==> src/ffba_pkg.sv <==
// Shared types and constants for the first-fit block allocator.
package ffba_pkg;

    localparam int MAX_BLOCKS   = 64;
    localparam int HEADER_BYTES = 16;
    localparam int HEAP_BYTES   = 65536;

    // Cap on the break so that every payload address fits in 16 bits
    localparam int LIMIT_CAP    = (HEAP_BYTES < 65536) ? HEAP_BYTES : 65536;
    localparam int LIMIT_RESET  = 65536;

    localparam int IDX_W = $clog2(MAX_BLOCKS);
    localparam int CNT_W = $clog2(MAX_BLOCKS + 1);

    typedef enum logic [1:0] {
        FN_ALLOC  = 2'd0,
        FN_FREE   = 2'd1,
        FN_RESIZE = 2'd2,
        FN_NOP    = 2'd3
    } func_t;

    typedef enum logic [2:0] {
        ST_OK         = 3'd0,
        ST_NO_HEAP    = 3'd1,
        ST_TABLE_FULL = 3'd2,
        ST_UNKNOWN    = 3'd3,
        ST_NULL       = 3'd4
    } status_t;

    typedef enum logic [2:0] {
        S_IDLE,
        S_FIND,
        S_FIT,
        S_FREE,
        S_OUT
    } state_t;

    typedef struct packed {
        logic [15:0] start;
        logic [15:0] size;
        logic        free;
    } entry_t;

endpackage

==> src/ffba_ram.sv <==
// Generic simple dual-port RAM with registered read.
module ffba_ram #(
    parameter int WIDTH = 8,
    parameter int DEPTH = 16
) (
    input  logic                     clk,
    input  logic                     we,
    input  logic [$clog2(DEPTH)-1:0] waddr,
    input  logic [WIDTH-1:0]         wdata,
    input  logic [$clog2(DEPTH)-1:0] raddr,
    output logic [WIDTH-1:0]         rdata
);

    logic [WIDTH-1:0] mem [DEPTH];

    always_ff @(posedge clk)
    begin
        if (we)
        begin
            mem[waddr] <= wdata;
        end
        rdata <= mem[raddr];
    end

endmodule

==> src/first_fit_block_allocator.sv <==
// First-fit heap block allocator: block table in RAM, sequential scan engine.
//
//  channel   | handshake              | payload
//  ----------+------------------------+------------------------------------
//  request   | in_valid / in_stall    | func, request_size, block_address
//  result    | out_valid / out_stall  | result_address, status
//  config    | cfg_we                 | cfg_wdata (heap_limit)
//
// One item at a time. Address lookup and first-fit search each walk the table
// through the RAM read port, one entry per cycle; a resize that must move its
// block walks it twice, first to find the old block and then to fit the new one.
// Reset clears entry count and break and sets the limit to LIMIT_RESET; the table needs no clear.
// A finished result waits in the output register; a new item is taken meanwhile.
module first_fit_block_allocator (
    input  logic        clk,
    input  logic        rst_n,
    input  logic        in_valid,
    output logic        in_stall,
    input  logic [1:0]  func,
    input  logic [15:0] request_size,
    input  logic [15:0] block_address,
    input  logic        cfg_we,
    input  logic [16:0] cfg_wdata,
    output logic        out_valid,
    input  logic        out_stall,
    output logic [15:0] result_address,
    output logic [2:0]  status
);

    localparam int IW = ffba_pkg::IDX_W;
    localparam int CW = ffba_pkg::CNT_W;

    ffba_pkg::state_t  state_reg, state_next;
    ffba_pkg::status_t st_reg, st_next;
    ffba_pkg::status_t out_status_reg, out_status_next;
    ffba_pkg::entry_t  ram_wdata, ram_rdata;

    logic [1:0]    func_reg, func_next;
    logic [15:0]   size_reg, size_next;
    logic [15:0]   addr_reg, addr_next;
    logic          resize_free_reg, resize_free_next;
    logic [CW-1:0] scan_idx_reg, scan_idx_next;
    logic          pend_reg, pend_next;
    logic [IW-1:0] pend_idx_reg, pend_idx_next;
    logic [IW-1:0] old_idx_reg, old_idx_next;
    logic [15:0]   old_start_reg, old_start_next;
    logic [15:0]   old_size_reg, old_size_next;
    logic [15:0]   res_reg, res_next;
    logic [CW-1:0] count_reg, count_next;
    logic [16:0]   break_reg, break_next;
    logic [16:0]   limit_reg, limit_next;
    logic          out_valid_reg, out_valid_next;
    logic [15:0]   out_addr_reg, out_addr_next;

    logic          ram_we;
    logic [IW-1:0] ram_waddr;
    logic [IW-1:0] ram_raddr;

    logic          accept;
    logic          alloc_like;
    logic          find_hit;
    logic          fit_hit;
    logic          scan_miss;
    logic          can_issue;
    logic          table_full;
    logic          is_top;
    logic [16:0]   limit_eff;
    logic [17:0]   end_sum;

    ffba_ram #(
        .WIDTH($bits(ffba_pkg::entry_t)),
        .DEPTH(ffba_pkg::MAX_BLOCKS)
    ) u_table (
        .clk  (clk),
        .we   (ram_we),
        .waddr(ram_waddr),
        .wdata(ram_wdata),
        .raddr(ram_raddr),
        .rdata(ram_rdata)
    );

    assign in_stall       = (state_reg != ffba_pkg::S_IDLE);
    assign accept         = in_valid && !in_stall;
    assign out_valid      = out_valid_reg;
    assign result_address = out_addr_reg;
    assign status         = out_status_reg;

    assign limit_eff  = (limit_reg > 17'(ffba_pkg::LIMIT_CAP)) ?
                        17'(ffba_pkg::LIMIT_CAP) : limit_reg;
    assign end_sum    = {1'b0, break_reg} + 18'(ffba_pkg::HEADER_BYTES) + {2'b00, size_reg};
    assign table_full = (count_reg >= CW'(ffba_pkg::MAX_BLOCKS));
    assign is_top     = ({1'b0, old_idx_reg} + CW'(1)) == count_reg;

    assign find_hit  = pend_reg &&
                       (({1'b0, ram_rdata.start} + 17'(ffba_pkg::HEADER_BYTES)) ==
                        {1'b0, addr_reg});
    assign fit_hit   = pend_reg && ram_rdata.free && (ram_rdata.size >= size_reg);
    assign scan_miss = !pend_reg && (scan_idx_reg >= count_reg);
    assign can_issue = (scan_idx_reg < count_reg);
    assign ram_raddr = scan_idx_reg[IW-1:0];

    assign alloc_like = (func == ffba_pkg::FN_ALLOC) ||
                        ((func == ffba_pkg::FN_RESIZE) &&
                         ((block_address == 16'd0) || (request_size == 16'd0)));

    always_comb
    begin
        state_next       = state_reg;
        func_next        = func_reg;
        size_next        = size_reg;
        addr_next        = addr_reg;
        resize_free_next = resize_free_reg;
        scan_idx_next    = scan_idx_reg;
        pend_next        = pend_reg;
        pend_idx_next    = pend_idx_reg;
        old_idx_next     = old_idx_reg;
        old_start_next   = old_start_reg;
        old_size_next    = old_size_reg;
        res_next         = res_reg;
        st_next          = st_reg;
        count_next       = count_reg;
        break_next       = break_reg;
        limit_next       = cfg_we ? cfg_wdata : limit_reg;
        out_valid_next   = out_valid_reg && out_stall;
        out_addr_next    = out_addr_reg;
        out_status_next  = out_status_reg;
        ram_we           = 1'b0;
        ram_waddr        = pend_idx_reg;
        ram_wdata        = ram_rdata;

        case (state_reg)
            ffba_pkg::S_IDLE:
            begin
                if (accept)
                begin
                    func_next        = func;
                    size_next        = request_size;
                    addr_next        = block_address;
                    res_next         = 16'd0;
                    st_next          = ffba_pkg::ST_OK;
                    resize_free_next = 1'b0;
                    scan_idx_next    = '0;
                    pend_next        = 1'b0;
                    if ((func == ffba_pkg::FN_NOP) ||
                        ((func == ffba_pkg::FN_FREE) && (block_address == 16'd0)))
                    begin
                        state_next = ffba_pkg::S_OUT;
                    end
                    else if (alloc_like)
                    begin
                        if (request_size == 16'd0)
                        begin
                            st_next    = ffba_pkg::ST_NULL;
                            state_next = ffba_pkg::S_OUT;
                        end
                        else
                        begin
                            state_next = ffba_pkg::S_FIT;
                        end
                    end
                    else
                    begin
                        state_next = ffba_pkg::S_FIND;
                    end
                end
            end

            ffba_pkg::S_FIND:
            begin
                pend_next = 1'b0;
                if (find_hit)
                begin
                    old_idx_next   = pend_idx_reg;
                    old_start_next = ram_rdata.start;
                    old_size_next  = ram_rdata.size;
                    if (func_reg == ffba_pkg::FN_FREE)
                    begin
                        state_next = ffba_pkg::S_FREE;
                    end
                    else if (ram_rdata.size >= size_reg)
                    begin
                        // block already large enough: keep it as it is
                        res_next   = addr_reg;
                        state_next = ffba_pkg::S_OUT;
                    end
                    else
                    begin
                        resize_free_next = 1'b1;
                        scan_idx_next    = '0;
                        state_next       = ffba_pkg::S_FIT;
                    end
                end
                else if (scan_miss)
                begin
                    st_next    = ffba_pkg::ST_UNKNOWN;
                    state_next = ffba_pkg::S_OUT;
                end
                else if (can_issue)
                begin
                    pend_next     = 1'b1;
                    pend_idx_next = scan_idx_reg[IW-1:0];
                    scan_idx_next = scan_idx_reg + CW'(1);
                end
            end

            ffba_pkg::S_FIT:
            begin
                pend_next = 1'b0;
                if (fit_hit)
                begin
                    // reuse whole block: clear its free mark
                    ram_we         = 1'b1;
                    ram_waddr      = pend_idx_reg;
                    ram_wdata      = ram_rdata;
                    ram_wdata.free = 1'b0;
                    res_next       = ram_rdata.start + 16'(ffba_pkg::HEADER_BYTES);
                    state_next     = resize_free_reg ? ffba_pkg::S_FREE : ffba_pkg::S_OUT;
                end
                else if (scan_miss)
                begin
                    if (table_full)
                    begin
                        st_next    = ffba_pkg::ST_TABLE_FULL;
                        state_next = ffba_pkg::S_OUT;
                    end
                    else if (end_sum > {1'b0, limit_eff})
                    begin
                        st_next    = ffba_pkg::ST_NO_HEAP;
                        state_next = ffba_pkg::S_OUT;
                    end
                    else
                    begin
                        // append a new block at the break
                        ram_we          = 1'b1;
                        ram_waddr       = count_reg[IW-1:0];
                        ram_wdata.start = break_reg[15:0];
                        ram_wdata.size  = size_reg;
                        ram_wdata.free  = 1'b0;
                        count_next      = count_reg + CW'(1);
                        break_next      = end_sum[16:0];
                        res_next        = break_reg[15:0] + 16'(ffba_pkg::HEADER_BYTES);
                        state_next      = resize_free_reg ? ffba_pkg::S_FREE :
                                                            ffba_pkg::S_OUT;
                    end
                end
                else if (can_issue)
                begin
                    pend_next     = 1'b1;
                    pend_idx_next = scan_idx_reg[IW-1:0];
                    scan_idx_next = scan_idx_reg + CW'(1);
                end
            end

            ffba_pkg::S_FREE:
            begin
                if (is_top)
                begin
                    // pop the topmost block and lower the break
                    count_next = count_reg - CW'(1);
                    break_next = break_reg -
                                 (17'(ffba_pkg::HEADER_BYTES) + {1'b0, old_size_reg});
                end
                else
                begin
                    ram_we          = 1'b1;
                    ram_waddr       = old_idx_reg;
                    ram_wdata.start = old_start_reg;
                    ram_wdata.size  = old_size_reg;
                    ram_wdata.free  = 1'b1;
                end
                state_next = ffba_pkg::S_OUT;
            end

            ffba_pkg::S_OUT:
            begin
                // hold until the output register is free
                if (!out_valid_reg || !out_stall)
                begin
                    out_valid_next  = 1'b1;
                    out_addr_next   = res_reg;
                    out_status_next = st_reg;
                    state_next      = ffba_pkg::S_IDLE;
                end
            end

            default:
            begin
                state_next = ffba_pkg::S_IDLE;
            end
        endcase
    end

    always_ff @(posedge clk or negedge rst_n)
    begin
        if (!rst_n)
        begin
            state_reg     <= ffba_pkg::S_IDLE;
            scan_idx_reg  <= '0;
            pend_reg      <= 1'b0;
            count_reg     <= '0;
            break_reg     <= '0;
            limit_reg     <= 17'(ffba_pkg::LIMIT_RESET);
            out_valid_reg <= 1'b0;
        end
        else
        begin
            state_reg     <= state_next;
            scan_idx_reg  <= scan_idx_next;
            pend_reg      <= pend_next;
            count_reg     <= count_next;
            break_reg     <= break_next;
            limit_reg     <= limit_next;
            out_valid_reg <= out_valid_next;
        end
    end

    always_ff @(posedge clk)
    begin
        func_reg        <= func_next;
        size_reg        <= size_next;
        addr_reg        <= addr_next;
        resize_free_reg <= resize_free_next;
        pend_idx_reg    <= pend_idx_next;
        old_idx_reg     <= old_idx_next;
        old_start_reg   <= old_start_next;
        old_size_reg    <= old_size_next;
        res_reg         <= res_next;
        st_reg          <= st_next;
        out_addr_reg    <= out_addr_next;
        out_status_reg  <= out_status_next;
    end

endmodule

==> config.mk <==
export PLATFORM = sky130hd
export DESIGN_NAME = first_fit_block_allocator
export DESIGN_NICKNAME = d
export VERILOG_FILES = /design/src/ffba_pkg.sv /design/src/ffba_ram.sv /design/src/first_fit_block_allocator.sv
export SDC_FILE = /design/constraint.sdc
export NUM_CORES = 2
export LEC_CHECK = 0
export BUFFER_PORTS_ARGS = -buffer_cell sky130_fd_sc_hd__clkbuf_2
export CAP_MARGIN = 20
export CORE_AREA = 2 2 539 434
export DETAILED_ROUTE_END_ITERATION = 10
export DIE_AREA = 0 0 541 436
export PLACE_DENSITY_LB_ADDON = 0.15
export SYNTH_ARGS = -nofsm -noshare
export SYNTH_HDL_FRONTEND = slang
export SYNTH_SLANG_ARGS = --single-unit
==> constraint.sdc <==
create_clock -name clk -period 13.1 [get_ports clk]
set_clock_uncertainty 0.2 [all_clocks]
set_input_delay 2.62 -clock clk [delete_from_list [all_inputs] [get_ports clk]]
set_output_delay 2.62 -clock clk [all_outputs]
set_load 0.01 [all_outputs]
**Yosys cells after proc, flatten, opt, wreduce, memory -nomap -nowiden**

Memories as Yosys holds them, arrays and structs flattened. A register that Yosys moved wholly into a read port is not among the register bits.
Index checks and enable logic that the tools add are counted.

- Flip-flop bits (word level): 170
- RAM bits: 2112
- Input bits: 56
- Word-level logic and storage cells: 196
- Memories: 1

- Add/subtract/negate cells: 11
- $lt $le $gt $ge: 6
- Equal/unequal tests: 30
- Mux-type cells: 93
- Reductions and logical operators: 36

Memory list:

| memory | depth | bits a word | rd ports | clocked after memory_dff | write ports | line | text |
|---|---|---|---|---|---|---|---|
| u_table.mem | 64 | 33 | 1 | 1 | 1 | ffba_ram.sv:14 | `logic [WIDTH-1:0] mem [DEPTH];` |

Operator list:

| cell | number |
|---|---|
| 33-bit two-way mux | 5 |
| 16-bit two-way mux | 8 |
| 17-bit two-way mux | 6 |
| 7-bit two-way mux | 12 |
| 3-bit two-way mux | 24 |
| 33-bit one-hot mux with 2 select lines | 1 |
| 6-bit two-way mux | 9 |
| 16-bit one-hot mux with 3 select lines | 1 |
| 17-bit one-hot mux with 2 select lines | 1 |
| 16-bit by 5-bit adder with 16-bit output, second input constant | 2 |
| 16-bit zero test | 2 |
| 2-bit inequality test, second input constant | 13 |
| 6-bit one-hot mux with 2 select lines | 2 |
| 3-bit inequality test, second input constant | 7 |
| 7-bit one-hot mux with 3 select lines | 1 |
| 17-bit by 5-bit adder with 18-bit output, second input constant | 1 |
| 18-bit by 16-bit adder with 18-bit output | 1 |
| 18-bit by 17-bit > comparator with 1-bit output | 1 |
| 16-bit by 5-bit adder with 17-bit output, second input constant | 1 |
| 5-bit by 16-bit adder with 17-bit output, first input constant | 1 |
| 17-bit by 16-bit equality test with 1-bit output | 1 |
| 17-bit > comparator, second input constant | 1 |
| 1-bit two-way mux | 17 |
| 17-bit subtractor | 1 |
| other kinds (32) | 57 |

**Logic depth before layout (Yosys ltp)**

- Depth after elaboration: 10
- Mapped depth: 25

**Modules after synthesis**

From an unflattened synthesis, not the netlist that was laid out.

- Cells, all modules: 4753
- Area, all modules: 92586.3 sq um

Modules (own cells, without submodules):

| module | times used | cells each | area an instance (sq um) | sequential area each (sq um) |
|---|---|---|---|---|
| ffba_ram | 1 | 3610 | 81094.0 | 64081.5 |
| first_fit_block_allocator | 1 | 1143 | 11492.3 | 4840.9 |

**Worst setup path before layout**

OpenSTA, ideal clock, no wires.

- Path kind: register to register
- Start point: register size_reg[1]
- End point: memory u_table.mem[13][0] (netlist name) (enable)
- Setup time: 423 ps
- Arrival time: 6475 ps
- Data required time: 12477 ps
- Slack: 6002 ps
- Stages on the path, launching flop included: 23
- Buffers on the path: 2
- Period minus slack after synthesis: 7098 ps
- Cell sequence: edfxtp_1 -> ha_1 -> ha_1 -> fa_1 -> a211oi_1 -> o21ai_1 -> a31oi_1 -> o21ai_0 -> a21o_1 -> a21oi_1 -> xnor2_1 -> ha_1 -> nand4_1 -> or4_1 -> o22a_1 -> a221oi_2 -> and4_1 -> buf_4 -> nor2_2 -> a221o_1 -> or3_1 -> buf_2 -> nor2_1

- Cells in the longest elaborated chain, start to end: 9
- Elaborated cells between the ends (all ways): 16

Ends and longest elaborated chain:

| element | line | text |
|---|---|---|
| from (decl) | first_fit_block_allocator.sv:39 | `logic [15:0] size_reg, size_next;` |
| from (signal assigned) | first_fit_block_allocator.sv:320 | `size_reg <= size_next;` |
| 18-bit by 16-bit adder with 18-bit output | first_fit_block_allocator.sv:90 | `assign end_sum = {1'b0, break_reg} + 18'(ffba_pkg::HEADER_BYTES) + {2'b00, size_reg};` |
| 18-bit by 17-bit > comparator with 1-bit output | first_fit_block_allocator.sv:226 | `else if (end_sum > {1'b0, limit_eff})` |
| 1-bit two-way mux | first_fit_block_allocator.sv:226 |  |
| 1-bit two-way mux | first_fit_block_allocator.sv:221 | `if (table_full)` |
| 1-bit two-way mux | first_fit_block_allocator.sv:219 | `else if (scan_miss)` |
| 1-bit two-way mux | first_fit_block_allocator.sv:209 | `if (fit_hit)` |
| 1-bit one-hot mux with 2 select lines | first_fit_block_allocator.sv:131 | `case (state_reg)` |
| 1-bit two-way mux | ffba_ram.sv:18 | `if (we)` |
| 1-bit two-way mux (implied by the code) | ffba_ram.sv:20 | `mem[waddr] <= wdata;` |
| to (decl) | ffba_ram.sv:14 |  |

Several ways; a longest one is shown, not always the timed one.

**Worst setup path after layout**

- Start point: register break_reg[4]
- End point: memory u_table.mem[48][1] (netlist name) (enable)

- Cells in the longest elaborated chain, start to end: 10
- Elaborated cells between the ends (all ways): 15

Ends and longest elaborated chain:

| element | line | text |
|---|---|---|
| from (decl) | first_fit_block_allocator.sv:50 | `logic [16:0] break_reg, break_next;` |
| from (signal assigned) | first_fit_block_allocator.sv:311 | `break_reg <= break_next;` |
| 17-bit by 5-bit adder with 18-bit output * | first_fit_block_allocator.sv:90 |  |
| 18-bit by 16-bit adder with 18-bit output * | first_fit_block_allocator.sv:90 |  |
| 18-bit by 17-bit > comparator with 1-bit output * | first_fit_block_allocator.sv:226 |  |
| 1-bit two-way mux | first_fit_block_allocator.sv:226 |  |
| 1-bit two-way mux | first_fit_block_allocator.sv:221 |  |
| 1-bit two-way mux | first_fit_block_allocator.sv:219 |  |
| 1-bit two-way mux | first_fit_block_allocator.sv:209 |  |
| 1-bit one-hot mux with 2 select lines | first_fit_block_allocator.sv:131 |  |
| 1-bit two-way mux | ffba_ram.sv:18 |  |
| 1-bit two-way mux (implied by the code) | ffba_ram.sv:20 |  |

Every way passes the cells marked *; elsewhere a longest branch is shown, timed or not.

==> flow_summary_export.csv <==
group,metric,value,unit
synthesis,ys_types,75,
floorplanning,die_h,436,um
place,portBuffers,76,
clock_network,holdBufCountCts,0,
synthesis,synthFlopType,"edfxtp_1",
clock_network,clkSlewWorstSetupHoldPaths,0.06,ns
setup_path,crit_path_frequent_cell,"ha_1",
place,dp_hpwl,153000,um
power_and_ir_drop,power.leakage,32.2,nW
global_routing,track_usage,21.2,%
hold_path,hold_path_depth,0,
setup_path,cp.required,13.41,ns
setup_path,slowest_delay,0.81,ns
route,antenna_left,0,
route,drt-total-wl,252000,um
cells_and_area,largest_reg_flops,2112,
clock_network,cts-buffers-inserted,229,
clock_network,cts_sinks,2315,
place,placed_area,97100,um2
sta,slew-limit-headroom,22.6,%
setup_path,worst_r2r_path_depth,23,
route,wl_met1,118000,um
hold_path,min_path_type,"reg2reg",
synthesis,synth.area.top_cells,"edfxtp_1, mux4_2, ha_1",
clock_network,cts_root_buffer,"clkbuf_16",
synthesis,async_flop_share,2.29,%
floorplanning,core-area,231000,um2
route,wl_met3,17500,um
sta,rsz0062_at_grt,"false",
synthesis,syn-num-nets,4390,
setup_path,cp.depth,23,
clock_network,clock_latency,0.88,ns
route,detail_route.first_pass.iterations,6,
cells_and_area,drive_above_1_share,28.4,%
synthesis,yosys-top-cells-count,"edfxtp_1, mux4_2, nand2_1, clkbuf_1, nor2_1",
route,vias,44500,
setup_path,cp-end-kind,"register",
route,drtIter0Drc,5401,
sta,finalSetupViolCount,0,
cells_and_area,final_util,45.2,%
clock_network,cts_tree,"yes",
synthesis,ys_ff_latch,2315,
route,routedWlPerCell,32.8,um
power_and_ir_drop,p_per_area,219,nW/um2
sta,layout_min_cycle_time,8.61,ns
clock_network,cts-htree-levels,4,
sta,worst_pin_slew,1.16,ns
sta,finalCritPeriodShare,65.8,%
synthesis,avgSynthCellArea,21.8,um2
setup_path,cp_max_fo,19,
synthesis,synth_cells,4219,
clock_network,post_cts_buffers,0,
global_routing,grt_pass1_vias,43500,
floorplanning,ioPinCount,77,
place,place.gp.congestion,0.873,
synthesis,synth_edf_count,2229,
cells_and_area,top_register,"u_table.mem",
cells_and_area,largestRegisters,"u_table.mem: 2112 flops, u_table.rdata: 33 flops",
setup_path,cp_data_arrival_time,8.92,ns
clock_network,cts_resized,0,
route,highest_layer,"met5",
synthesis,synth.most_common_cell,"edfxtp_1",
global_routing,grt_max_degree,138,
clock_network,cts_buffer_depth,4,
floorplanning,dieArea,236000,um2
floorplanning,die_width,541,um
route,viasPerCell,5.81,
synthesis,ys_seq_area_share,75.0,%
setup_path,slowest_stage,"nor2_4",
setup_path,path_cells,"inv_1 > ha_1 > inv_1 > ha_1 > o21a_1 > o21ai_0 > o31ai_1 > o41ai_1 > o21ai_0 > a21o_1 > a21oi_1 > xnor2_1 > ha_1 > nand4_1 > or4_1 > o22a_1 > a221oi_2 > nand3_1 > nor3_4 > a221o_1 > nand3_1 > nor2_4 > buf_4",
setup_path,crit_family,"simple AND/OR/NAND/NOR gates",
sta,max_freq,116,MHz
synthesis,synth.cell_area,91900,um2
synthesis,yosysWarnings,0,
setup_path,startpoint_type,"register",
floorplanning,start_util,39.9,%
sta,tns,0,ns
route,drc_errors,0,
sta,hold_viol,0,
global_routing,grt_pass1_wl,353000,um
setup_path,worst-path-buf-inv,3,
route,routed-wl-met2,111000,um
flow_run,cap_violations,0,
synthesis,synth.largest_area_cell,"edfxtp_1",
status,outcome,"finished, final reports clean",
cells_and_area,syn2layout_area_growth,13.2,%
power_and_ir_drop,vdd_ir_drop_max,0.162,mV
sta,final-max-slew-violation-count,0,
setup_path,path_class,"reg2reg",
global_routing,overflow,0,
floorplanning,rows,158,
cells_and_area,final_nets,4614,
global_routing,grt_antenna_before_repair,24,
synthesis,yosysTopAreaCellShare,72.8,%
cells_and_area,finalInstanceArea,104000,um2
cells_and_area,num-fill-cells,19400,
-- where the power goes --
part           internal [mW]  switching (mW)  total (mW)
clock network           3.44            2.75        6.19
registers               9.53           0.311        9.84
logic                   2.23            4.56        6.79
-- placed cells by master (no fill, tap or decap), types with 10 or more instances in the layout --
| master | n |
|---|---|
| mux2_2 | 20 |
| nor2_4 | 66 |
| a22oi_1 | 33 |
| edfxtp_1 | 2229 |
| nor3_1 | 25 |
| a211oi_1 | 15 |
| mux2i_1 | 12 |
| xor2_1 | 20 |
| clkbuf_1 | 59 |
| nand2_4 | 27 |
| a21oi_1 | 54 |
| a31oi_1 | 12 |
| nor4_1 | 14 |
| and3_1 | 14 |
| nor2_1 | 55 |
| clkinv_1 | 57 |
| inv_1 | 88 |
| mux4_2 | 693 |
| a21o_1 | 22 |
| o21a_1 | 10 |
| nand4_1 | 11 |
| diode_2 | 15 |
| clkinv_2 | 28 |
| nand3_1 | 36 |
| bufinv_16 | 11 |
| or3_1 | 12 |
| buf_4 | 88 |
| dfrtp_1 | 47 |
| nor2b_1 | 11 |
| dfxtp_1 | 33 |
| buf_12 | 21 |
| o21ai_0 | 58 |
| clkbuf_16 | 231 |
| clkbuf_2 | 76 |
| ha_1 | 112 |
| nand2_1 | 128 |
| xnor2_1 | 51 |
-- path summary, 6_finish.rpt --
kind                              start                 end  slack, ns
setup / recovery           break_reg[4]  u_table.mem[48][1]       4.49
hold / removal               res_reg[6]   result_address[6]       0.22
setup reg to reg           break_reg[4]  u_table.mem[48][1]       4.49
hold reg to reg              res_reg[6]   result_address[6]       0.22
max in group asynchronous         rst_n     scan_idx_reg[1]      10.28
min in group asynchronous         rst_n        limit_reg[8]       1.78
-- routing by layer --
layer / up-vias / global-route usage (%)
met2: 1587 / 30.8
met5: - / 0
met1: 24400 / 33.9
met3: 297 / 3.43
met4: 2 / 4.03
li1: 18200 / -
-- cell type report --
class,count,area (um2),area share [%]
antenna,15,37.5,0.0361
tap,3040,3800,3.65
sequential,2315,68900,66.2
multi-input combinational,1621,22700,21.8
inverter,90,338,0.325
clock inverter,109,807,0.775
clock buffer,291,6020,5.78
timing repair buffer,186,1480,1.42
-- cell families (layout without fill, tap and decap cells) --
| family | Yosys count | after routing | synth area share (%) |
|---|---|---|---|
| AND/OR/NAND/NOR | 433 | 433 | 2.15 |
| AO/OA/AOI/OAI | 277 | 277 | 2.09 |
| buffers and inverters | 283 | 676 | 1.17 |
| other | 0 | 15 | 0 |
| flip-flops | 2315 | 2315 | 75.0 |
| multiplexers | 725 | 725 | 17.4 |
| XOR/XNOR | 71 | 71 | 0.676 |
| adder cells (fa/ha/maj) | 115 | 115 | 1.59 |
-- through the flow --
| stage | hold slack [ns] | setup slack [ns] | power [mW] | instances |
|---|---|---|---|---|
| floorplan | 0.200 | 6.00 | 13.7 | 4219 |
| global placement | 0.203 | 4.72 | 16.8 | 7234 |
| detailed placement | 0.205 | 4.57 | 16.9 | 7244 |
| CTS | 0.222 | 4.51 | 23.0 | 7644 |
| global route | 0.226 | 4.14 | 23.7 | 7652 |
| finish | 0.220 | 4.49 | 22.8 | 7667 |
Power figures use the tool's default switching activity.
